<file path="src/design/bnof_pkg.sv">
`default_nettype none

package bnof_pkg;

	localparam int MAX_POINTS_DEF = 64;
	localparam int COORD_W        = 16;
	localparam int DIFF_W         = COORD_W + 1;
	localparam int HXY_W          = 10;
	localparam int HZ_W           = 12;
	localparam int MINNB_W        = 7;
	localparam int CFG_IDX_W      = 2;
	localparam int CFG_DATA_W     = HZ_W;
	localparam int PIDX_W         = 6;

	localparam logic [HXY_W-1:0]   HXY_RST   = HXY_W'(20);
	localparam logic [HZ_W-1:0]    HZ_RST    = HZ_W'(1000);
	localparam logic [MINNB_W-1:0] MINNB_RST = MINNB_W'(5);

	localparam logic [CFG_IDX_W-1:0] CFG_HALF_XY = CFG_IDX_W'(0);
	localparam logic [CFG_IDX_W-1:0] CFG_HALF_Z  = CFG_IDX_W'(1);
	localparam logic [CFG_IDX_W-1:0] CFG_MIN_NB  = CFG_IDX_W'(2);

	// x in the lowest bits, as on the input bus
	typedef struct packed {
		logic signed [COORD_W-1:0] z;
		logic signed [COORD_W-1:0] y;
		logic signed [COORD_W-1:0] x;
	} point_t;

	typedef struct packed {
		logic clear;
		logic sample;
	} count_ctl_t;

endpackage

`default_nettype wire

</file>
<file path="src/design/bnof_cell.sv">
`default_nettype none

module bnof_cell
	import bnof_pkg::*;
(
	input  wire logic   clk,
	input  wire logic   arst_n,
	input  wire logic   shift,
	input  wire point_t shift_pt,
	input  wire logic   shift_pres,
	input  wire logic   load,
	input  wire point_t load_pt,
	input  wire logic   kill,
	input  wire logic   clear_all,
	output      point_t pt,
	output      logic   pres
);

	point_t pt_q;
	logic   pres_q;

	always_ff @(posedge clk or negedge arst_n) begin
		if (!arst_n) begin
			pres_q <= 1'b0;
		end else if (clear_all || kill) begin
			pres_q <= 1'b0;
		end else if (load) begin
			pres_q <= 1'b1;
		end else if (shift) begin
			pres_q <= shift_pres;
		end
	end

	always_ff @(posedge clk) begin
		if (load) begin
			pt_q <= load_pt;
		end else if (shift) begin
			pt_q <= shift_pt;
		end
	end

	assign pt   = pt_q;
	assign pres = pres_q;

endmodule

`default_nettype wire

</file>
<file path="src/design/bnof_count.sv">
`default_nettype none

module bnof_count
	import bnof_pkg::*;
#(
	parameter int CntW = 7
) (
	input  wire logic             clk,
	input  wire logic             arst_n,
	input  wire count_ctl_t       ctl,
	input  wire point_t           head,
	input  wire logic             head_pres,
	input  wire point_t           cand,
	input  wire logic [HXY_W-1:0] half_xy,
	input  wire logic [HZ_W-1:0]  half_z,
	output      logic [CntW-1:0]  cnt
);

	function automatic logic in_range(logic signed [DIFF_W-1:0] d, logic [HZ_W-1:0] h);
		logic signed [DIFF_W-1:0] hs;
		hs = signed'({{(DIFF_W-HZ_W){1'b0}}, h});
		return (d <= hs) && (d >= -hs);
	endfunction

	logic signed [DIFF_W-1:0] dx_s1, dy_s1, dz_s1;
	logic                     pres_s1;
	logic                     valid_s1;
	logic [CntW-1:0]          cnt_q;
	logic                     hit;

	always_ff @(posedge clk or negedge arst_n) begin
		if (!arst_n) begin
			valid_s1 <= 1'b0;
			cnt_q    <= '0;
		end else begin
			valid_s1 <= ctl.sample;
			if (ctl.clear) begin
				cnt_q <= '0;
			end else if (valid_s1 && hit) begin
				cnt_q <= cnt_q + CntW'(1);
			end
		end
	end

	always_ff @(posedge clk) begin
		dx_s1   <= {head.x[COORD_W-1], head.x} - {cand.x[COORD_W-1], cand.x};
		dy_s1   <= {head.y[COORD_W-1], head.y} - {cand.y[COORD_W-1], cand.y};
		dz_s1   <= {head.z[COORD_W-1], head.z} - {cand.z[COORD_W-1], cand.z};
		pres_s1 <= head_pres;
	end

	assign hit = pres_s1
		&& in_range(dx_s1, {{(HZ_W-HXY_W){1'b0}}, half_xy})
		&& in_range(dy_s1, {{(HZ_W-HXY_W){1'b0}}, half_xy})
		&& in_range(dz_s1, half_z);

	assign cnt = cnt_q;

endmodule

`default_nettype wire

</file>
<file path="src/design/box_neighbor_outlier_filter.sv">
// loading: one point item per cycle, s_tready high whenever no set is being filtered
// filtering: points circulate in a ring of MaxPoints cells; every verdict takes one
// full turn of the ring, then the DRAIN and VERDICT states; VERDICT holds while a
// result waits unsent; a set of N points gives N verdicts, the first turn only
// fetching the first candidate; result waits in an output register
// reset: asynchronous, active low; empties the store and restores register defaults
`default_nettype none

module box_neighbor_outlier_filter
	import bnof_pkg::*;
#(
	parameter int MaxPoints = MAX_POINTS_DEF
) (
	input  wire logic                  clk,
	input  wire logic                  arst_n,
	input  wire logic                  s_tvalid,
	output      logic                  s_tready,
	input  wire logic [47:0]           s_tdata,  // pos_x, pos_y, pos_z
	input  wire logic                  s_tlast,  // end_of_set
	output      logic                  m_tvalid,
	input  wire logic                  m_tready,
	output      logic [7:0]            m_tdata,  // point_index, keep, zero pad
	output      logic                  m_tlast,  // last_verdict
	input  wire logic                  cfg_we,
	input  wire logic [CFG_IDX_W-1:0]  cfg_index,
	input  wire logic [CFG_DATA_W-1:0] cfg_data
);

	localparam int IdxW = $clog2(MaxPoints);
	localparam int CntW = $clog2(MaxPoints + 1);

	typedef enum logic [1:0] {
		ST_IDLE,
		ST_PASS,
		ST_DRAIN,
		ST_VERDICT
	} state_t;

	state_t             state_q;
	logic [IdxW-1:0]    pass_cnt_q;
	logic [CntW-1:0]    pt_count_q;
	logic [IdxW-1:0]    cur_idx_q;
	logic [IdxW-1:0]    next_idx_q;
	logic               judging_q;
	logic [HXY_W-1:0]   hw_xy_q;
	logic [HZ_W-1:0]    hh_z_q;
	logic [MINNB_W-1:0] min_nb_q;
	logic               m_tvalid_q;
	point_t             cur_cand_q;
	point_t             next_cand_q;
	logic [IdxW-1:0]    out_idx_q;
	logic               out_keep_q;
	logic               out_last_q;

	point_t          cell_pt   [MaxPoints];
	logic            cell_pres [MaxPoints];
	point_t          in_pt;
	logic            accept_in;
	logic            room;
	logic [IdxW-1:0] load_idx;
	logic            out_free;
	logic            verdict_go;
	logic            done;
	logic            keep;
	logic            kill_en;
	logic [CntW-1:0] cnt;
	count_ctl_t      ctl;

	assign in_pt      = s_tdata;
	assign s_tready   = (state_q == ST_IDLE);
	assign accept_in  = s_tvalid && s_tready;
	assign room       = pt_count_q < CntW'(MaxPoints);
	assign load_idx   = pt_count_q[IdxW-1:0];
	assign out_free   = !m_tvalid_q || m_tready;
	assign verdict_go = (state_q == ST_VERDICT) && (!judging_q || out_free);
	assign done       = verdict_go && judging_q && (cur_idx_q == '0);
	assign keep       = MINNB_W'(cnt) >= min_nb_q;
	assign kill_en    = verdict_go && judging_q && !keep;

	assign ctl.sample = (state_q == ST_PASS);
	assign ctl.clear  = (accept_in && s_tlast) || (verdict_go && !done);

	for (genvar k = 0; k < MaxPoints; k++) begin : g_cell
		localparam int Nxt = (k + 1) % MaxPoints;
		bnof_cell u_cell (
			.clk       (clk),
			.arst_n    (arst_n),
			.shift     (state_q == ST_PASS),
			.shift_pt  (cell_pt[Nxt]),
			.shift_pres(cell_pres[Nxt]),
			.load      (accept_in && room && (load_idx == IdxW'(k))),
			.load_pt   (in_pt),
			.kill      (kill_en && (cur_idx_q == IdxW'(k))),
			.clear_all (done),
			.pt        (cell_pt[k]),
			.pres      (cell_pres[k])
		);
	end

	bnof_count #(
		.CntW(CntW)
	) u_count (
		.clk      (clk),
		.arst_n   (arst_n),
		.ctl      (ctl),
		.head     (cell_pt[0]),
		.head_pres(cell_pres[0]),
		.cand     (cur_cand_q),
		.half_xy  (hw_xy_q),
		.half_z   (hh_z_q),
		.cnt      (cnt)
	);

	always_ff @(posedge clk or negedge arst_n) begin
		if (!arst_n) begin
			state_q    <= ST_IDLE;
			pass_cnt_q <= '0;
			pt_count_q <= '0;
			cur_idx_q  <= '0;
			next_idx_q <= '0;
			judging_q  <= 1'b0;
			m_tvalid_q <= 1'b0;
		end else begin
			if (verdict_go && judging_q) begin
				m_tvalid_q <= 1'b1;
			end else if (m_tready) begin
				m_tvalid_q <= 1'b0;
			end
			case (state_q)
				ST_IDLE: begin
					if (accept_in) begin
						if (room) begin
							pt_count_q <= pt_count_q + CntW'(1);
						end
						if (s_tlast) begin
							next_idx_q <= room ? load_idx : IdxW'(MaxPoints - 1);
							judging_q  <= 1'b0;
							pass_cnt_q <= '0;
							state_q    <= ST_PASS;
						end
					end
				end
				ST_PASS: begin
					if (pass_cnt_q == IdxW'(MaxPoints - 1)) begin
						pass_cnt_q <= '0;
						state_q    <= ST_DRAIN;
					end else begin
						pass_cnt_q <= pass_cnt_q + IdxW'(1);
					end
				end
				ST_DRAIN: begin
					state_q <= ST_VERDICT;
				end
				ST_VERDICT: begin
					if (done) begin
						pt_count_q <= '0;
						judging_q  <= 1'b0;
						state_q    <= ST_IDLE;
					end else if (verdict_go) begin
						cur_idx_q  <= next_idx_q;
						next_idx_q <= next_idx_q - IdxW'(1);
						judging_q  <= 1'b1;
						pass_cnt_q <= '0;
						state_q    <= ST_PASS;
					end
				end
				default: begin
					state_q <= ST_IDLE;
				end
			endcase
		end
	end

	always_ff @(posedge clk or negedge arst_n) begin
		if (!arst_n) begin
			hw_xy_q  <= HXY_RST;
			hh_z_q   <= HZ_RST;
			min_nb_q <= MINNB_RST;
		end else if (cfg_we) begin
			case (cfg_index)
				CFG_HALF_XY: hw_xy_q  <= cfg_data[HXY_W-1:0];
				CFG_HALF_Z:  hh_z_q   <= cfg_data[HZ_W-1:0];
				CFG_MIN_NB:  min_nb_q <= cfg_data[MINNB_W-1:0];
				default: begin
				end
			endcase
		end
	end

	always_ff @(posedge clk) begin
		if ((state_q == ST_PASS) && (pass_cnt_q == next_idx_q)) begin
			next_cand_q <= cell_pt[0];
		end
		if (verdict_go) begin
			cur_cand_q <= next_cand_q;
		end
		if (verdict_go && judging_q) begin
			out_idx_q  <= cur_idx_q;
			out_keep_q <= keep;
			out_last_q <= (cur_idx_q == '0);
		end
	end

	assign m_tvalid = m_tvalid_q;
	assign m_tdata  = {1'b0, out_keep_q, PIDX_W'(out_idx_q)};
	assign m_tlast  = out_last_q;

endmodule

`default_nettype wire

</file>
<file path="config.mk">
export PLATFORM = sky130hd
export DESIGN_NAME = box_neighbor_outlier_filter
export DESIGN_NICKNAME = d
export VERILOG_FILES = /design/src/design/bnof_pkg.sv /design/src/design/bnof_cell.sv /design/src/design/bnof_count.sv /design/src/design/box_neighbor_outlier_filter.sv
export SDC_FILE = /design/constraint.sdc
export NUM_CORES = 2
export LEC_CHECK = 0
export BUFFER_PORTS_ARGS = -buffer_cell sky130_fd_sc_hd__clkbuf_2
export CORE_MARGIN = 1.5
export CORE_UTILIZATION = 45
export CTS_CLUSTER_DIAMETER = 200
export CTS_CLUSTER_SIZE = 16
export DETAILED_ROUTE_END_ITERATION = 10
export SYNTH_ARGS = -nofsm -noshare
export SYNTH_HDL_FRONTEND = slang
export SYNTH_SLANG_ARGS = --single-unit
</file>
<file path="constraint.sdc">
create_clock -name clk -period 10.6 [get_ports clk]
set_input_delay 2.12 -clock clk [delete_from_list [all_inputs] [get_ports clk]]
set_output_delay 2.12 -clock clk [all_outputs]
set_load 0.03 [all_outputs]
</file>
=== Word level (Yosys, flattened, before mapping) ===
Index checks and enable logic that the tools add are counted.

* Bits in registers: 3358
* Output and inout port bits: 11

* $add $sub $neg: 9
* $lt $le $gt $ge: 8
* Equality and inequality tests: 141
* Muxes and demuxes: 351
* Bitwise gates (word level): 1
* Reductions and logical operators: 360

{| class="wikitable"
|+ Operators by type and width
! kind !! count
|-
| $mux 48 || 128
|-
| $eq 6x6->1 const B || 65
|-
| $mux 1 || 198
|-
| $reduce_bool 3->1 || 65
|-
| $eq 6x5->1 const B || 32
|-
| $logic_and 1x1->1 || 144
|-
| $reduce_bool 2->1 || 67
|-
| $eq 6x4->1 const B || 16
|-
| $logic_or 1x1->1 || 67
|-
| $mux 6 || 10
|-
| $ge 17x17->1 || 3
|-
| $sub 16x16->17 || 3
|-
| $eq 6x3->1 const B || 8
|-
| $mux 7 || 5
|-
| $le 17x11->1 || 2
|-
| $eq 6x2->1 const B || 4
|-
| $pmux 6 s3 || 1
|-
| $le 17x13->1 || 1
|-
| $neg 10->17 || 1
|-
| $neg 12->17 || 1
|-
| $add 7x1->7 const B || 2
|-
| $pmux 7 s2 || 1
|-
| $eq 6x1->1 const B || 2
|-
| $logic_not 6->1 || 2
|-
| other kinds (21) || 42
|}

=== Depth between registers and ports, before layout ===
* Depth after elaboration: 10
* Mapped depth: 15
* Gate-level depth less buffers: 15

=== Cells and area by module ===
From an unflattened synthesis, not the netlist that was laid out.

* Cells, all modules: 8162
* Area total of the unflattened synthesis: 162301.9 um^2

{| class="wikitable"
|+ By module, submodules not included
! module !! times used !! cells an instance !! area each (um^2)
|-
| bnof_cell || 64 || 107 || 2331.0
|-
| box_neighbor_outlier_filter || 1 || 596 || 7133.1
|-
| bnof_count || 1 || 718 || 5985.7
|}

=== Least setup slack after synthesis ===
No wires, ideal clock.

* Path kind: register to register
* From: register state_q[1]
* To: register next_cand_q[0] (netlist bit), enable pin
* Library setup time: 0.573 ns
* Arrival: 5.797 ns
* Data required time: 10.027 ns
* Slack: 4.230 ns
* Stages on the path, launching flop included: 7
* Buffers on the path: 2
* Clock period less this slack: 6.370 ns
* Cell sequence: dfrtp_1 inv_1 ha_1 clkbuf_1 clkbuf_1 nand4_1 nor4_1

* Word-level cells in the longest chain between the ends: 2

{| class="wikitable"
|+ Ends and longest elaborated chain
! what !! RTL line !! text
|-
| from (decl) || box_neighbor_outlier_filter.sv:39 || <nowiki>state_t state_q;</nowiki>
|-
| from (signal assigned) || box_neighbor_outlier_filter.sv:116 || <nowiki>state_q <= ST_IDLE;</nowiki>
|-
| from (signal assigned) || box_neighbor_outlier_filter.sv:139 || <nowiki>state_q <= ST_PASS;</nowiki>
|-
| from (signal assigned) || box_neighbor_outlier_filter.sv:146 || <nowiki>state_q <= ST_DRAIN;</nowiki>
|-
| $eq 2x1->1 || - ||
|-
| named net g_cell[0].u_cell.shift || bnof_cell.sv:8 || <nowiki>input wire logic shift,</nowiki>
|-
| $logic_and 1x1->1 || box_neighbor_outlier_filter.sv:191 || <nowiki>if ((state_q == ST_PASS) && (pass_cnt_q == next_idx_q)) begin</nowiki>
|-
| to (signal assigned) || box_neighbor_outlier_filter.sv:192 || <nowiki>next_cand_q <= cell_pt[0];</nowiki>
|-
| to (decl) || box_neighbor_outlier_filter.sv:50 || <nowiki>point_t next_cand_q;</nowiki>
|}

The timed path passes the listed nets, and every way through them passes these cells.
A chain may end at the register's enable or synchronous reset.

=== Worst setup path after layout ===
* From: register state_q[0]
* To: register g_cell[44].u_cell.pt_q, in the netlist g_cell[44].u_cell.pt[3], enable pin

* Word-level cells in the longest chain between the ends: 5

{| class="wikitable"
|+ Ends and longest elaborated chain
! what !! RTL line !! text
|-
| $logic_not 2->1 || box_neighbor_outlier_filter.sv:70 || <nowiki>assign s_tready = (state_q == ST_IDLE);</nowiki>
|-
| $logic_and 1x1->1 || box_neighbor_outlier_filter.sv:71 || <nowiki>assign accept_in = s_tvalid && s_tready;</nowiki>
|-
| $logic_and 1x1->1 (2 in series) || box_neighbor_outlier_filter.sv:91 || <nowiki>.load (accept_in && room && (load_idx == IdxW'(k))),</nowiki>
|-
| $reduce_bool 2->1 (no source line) * || - ||
|-
| to (signal assigned) || bnof_cell.sv:36 || <nowiki>pt_q <= load_pt;</nowiki>
|-
| to (signal assigned) || bnof_cell.sv:38 || <nowiki>pt_q <= shift_pt;</nowiki>
|-
| to (decl) || bnof_cell.sv:19 || <nowiki>point_t pt_q;</nowiki>
|}

Mark *: on every way between the ends. The rest lies on a longest branch, timed or not.

==> key figures <==
Timing
  • RSZ-0062 raised after global routing: no
  • TNS Setup: 0 ps
  • Max-slew headroom: 13.0%
  • Slew Viols, Final: 0
  • Final Hold Viols: 0
  • Fin worst setup slack: 5030 ps
  • Setup violations, final: 0
  • Slew @ Worst Pin: 1300 ps
  • Min Clock Period, post-route: 5570 ps
  • Final period utilization: 52.5%
  • Max frequency: 180 MHz
  • Final Skew: 88.3 ps

Drt
  • Drt pass-1 iters: 5
  • Via density: 5.64
  • DR vias: 70.6k
  • Wirelength, routed: 326,000 um
  • Drt drc: 0
  • Antenna viol nets, final: 0
  • Routed wire length per instance: 26.0 um
  • Initial drt markers: 6,156

Power
  • VDD IR max: 0.000225 V
  • Pwr per Cell Area: 242 mW/mm^2
  • Leakage: 0.0456 uW

Synth
  • Share of Yosys cell area claimed by the top area cell type: 65.3%
  • Synthesized area: 0.146 mm^2
  • Post-synth EDFFs: 3,176
  • YS warnings: 0
  • Synth area leaders: edfxtp_1, mux2_2, dfrtp_1, ha_1, mux2_1
  • Synth async-reset ratio: 3.87%
  • Post-synth net total: 8,613
  • Synth unique cells: 81
  • Register area share after synthesis: 68.3%
  • Average cell area after synthesis: 17.4 um^2
  • Synth cell count leaders: edfxtp_1, mux2_2, clkbuf_1
  • Prevailing post-synth register cell: edfxtp_1
  • Cell taking the most area after synthesis: edfxtp_1
  • Cell with the most instances after synthesis: edfxtp_1
  • Synth Register Bits: 3,358
  • Cells after Synth: 8,394

Placed design
  • HPWL Detailed: 198,000 um
  • Port Buffers: 77
  • Routability Congestion: 0.833
  • Pre-CTS setup slack: 4130 ps

Critical path
  • Crit path required time: 11,170 ps
  • Worst Path Max Fanout: 50
  • Critical path arrival: 6130 ps
  • CP startpoint kind: register
  • Kind of end point of the critical path: register
  • WS Path Type: reg -> reg

Layout
  • Share of cells above drive strength 1: 44.0%
  • Synth-to-layout area growth: 7.17%
  • # nets final: 8,345
  • # fillers: 26.3k

Run
  • Number of max-cap violations: 0

Clock tree
  • Cts hold-fix bufs: 0
  • Clock buffer count from CTS: 231
  • Reg clk slew, reported paths: 80 ps
  • # resized after CTS: 0
  • CTS root buffer: clkbuf_16
  • CTS tree: done
  • Post-CTS setup buffers: 0
  • H-tree Lvls: 4
  • Num Clock Sinks: 3,358
  • Clock latency on the worst-skew pair: 950 ps
  • Maximum buffer depth of the clock tree: 4

Run status
  • Status: complete, no violations

Global routing
  • Overall routing resource usage: 19.7%
  • Largest net degree at the start of global routing: 71
  • Grt total ovfl: 0
  • Vias in the first global route: 74.1k
  • First-pass GRT wire length: 492,000 um
  • Initial antenna violation count: 19

Die
  • Die Ht: 573 um
  • Initial Util: 45.4%
  • Top-level port count: 79
  • Die W: 573 um
  • Core area: 0.322 mm^2
  • Row Count: 208
  • Area of the die: 0.328 mm^2

Hold path
  • Hold Path Class: reg -> reg
-- critical path, stage by stage, from the launching register on --
cell	delay, ps
dfrtp_1	420
inv_1	130
ha_1	690
nand2_1	470
or2_1	460
nor3b_4	330
buf_4	330
nand3_2	960
nand2b_2	1330
-- cell families (layout without fill, tap and decap cells) --
logic type                 count (synthesis)  count (layout)  share of synthesized area, %
AOI/OAI and AO/OA                        352             352                          1.57
xor gates and xnor gates                  58              58                         0.348
adders and majority gates                151             151                          1.31
buffers and inverters                    828             644                          2.45
DFF                                     3358            3358                          68.3
muxes                                   3157            3157                          24.3
other                                      1               3                       0.00257
and+or+nand+nor                          489             489                          1.74
-- area by class of cell --
type	count	area (um^2)	share of cell area, %
flip-flops and latches	3358	99700	63.7
multi-input cells	4208	43200	27.6
clock buffers	307	6090	3.89
well taps	4305	5390	3.44
repair buffers	210	1540	0.981
inverters	117	439	0.281
clock inverters	10	153	0.0975
diodes	2	5.00	0.00320
-- registers in the layout, indices dropped and copies added (netlist names) --
signal	cells
next_idx_q	6
cur_cand_q	48
min_nb_q	7
g_cell.u_cell.pt	3072
u_count.valid_s1	1
pass_cnt_q	6
m_tlast	1
hh_z_q	12
pt_count_q	7
next_cand_q	48
g_cell.u_cell.pres	64
hw_xy_q	10
u_count.dy_s1	17
u_count.pres_s1	1
u_count.dx_s1	17
out_keep_q	1
cur_idx_q	6
m_tvalid	1
u_count.cnt	7
judging_q	1
out_idx_q	6
u_count.dz_s1	17
state_q	2
-- stage by stage --
| stage | power, uW | std cells | utilization (%) | hold slack [ps] | area (um^2) |
|---|---|---|---|---|---|
| floorplan | 26700 | 8394 | - | 355 | 146000 |
| global placement | 29600 | 12200 | 46.7 | 400 | 150000 |
| detailed placement | 29700 | 12200 | 46.7 | 405 | 150000 |
| CTS | 38200 | 12500 | 48.6 | 415 | 156000 |
| global route | 39600 | 12500 | 48.6 | 420 | 156000 |
| finish | 37900 | 12500 | 48.6 | 413 | 156000 |
-- routing by layer --
layer / global-route usage, % / part of all wire, % / routed length [um]
met5: 0 / 0 / 0
met4: 4.20 / 2.0 / 6680
met3: 2.43 / 4.8 / 15500
met2: 30.8 / 46 / 149000
met1: 29.6 / 47 / 154000
-- layout by cell type (no fill, tap or decap), types with 44 or more instances in the layout --
master	instances
a21oi_1	117
buf_4	179
clkbuf_1	75
clkbuf_16	232
dfrtp_1	120
dfxtp_1	52
edfxtp_1	3176
ha_1	147
inv_1	117
mux2_1	154
mux2_2	2980
nand2_1	126
nor2_1	70
nor2_4	44
o21ai_0	104
or2_2	52
xnor2_1	49
-- power by group --
group          switching (uW)  internal, uW  total (uW)
Combinational            5160          2960        8120
Sequential               1330         20100       21400
Clock                    4390          3990        8380
Total                   10900         27000       37900
-- path summary, 6_finish.rpt --
check	start	to	slack, ps	depth (start not counted)
max	state_q[0]	g_cell[44].u_cell.pt[3]	5030	8
min	next_cand_q[30]	cur_cand_q[30]	410	0
max reg2reg	state_q[0]	g_cell[44].u_cell.pt[3]	5030	8
min reg2reg	next_cand_q[30]	cur_cand_q[30]	410	0
max in group asynchronous	arst_n	g_cell[14].u_cell.pres	7930	2
min in group asynchronous	arst_n	state_q[0]	1200	1
Power figures use the tool's default switching activity.
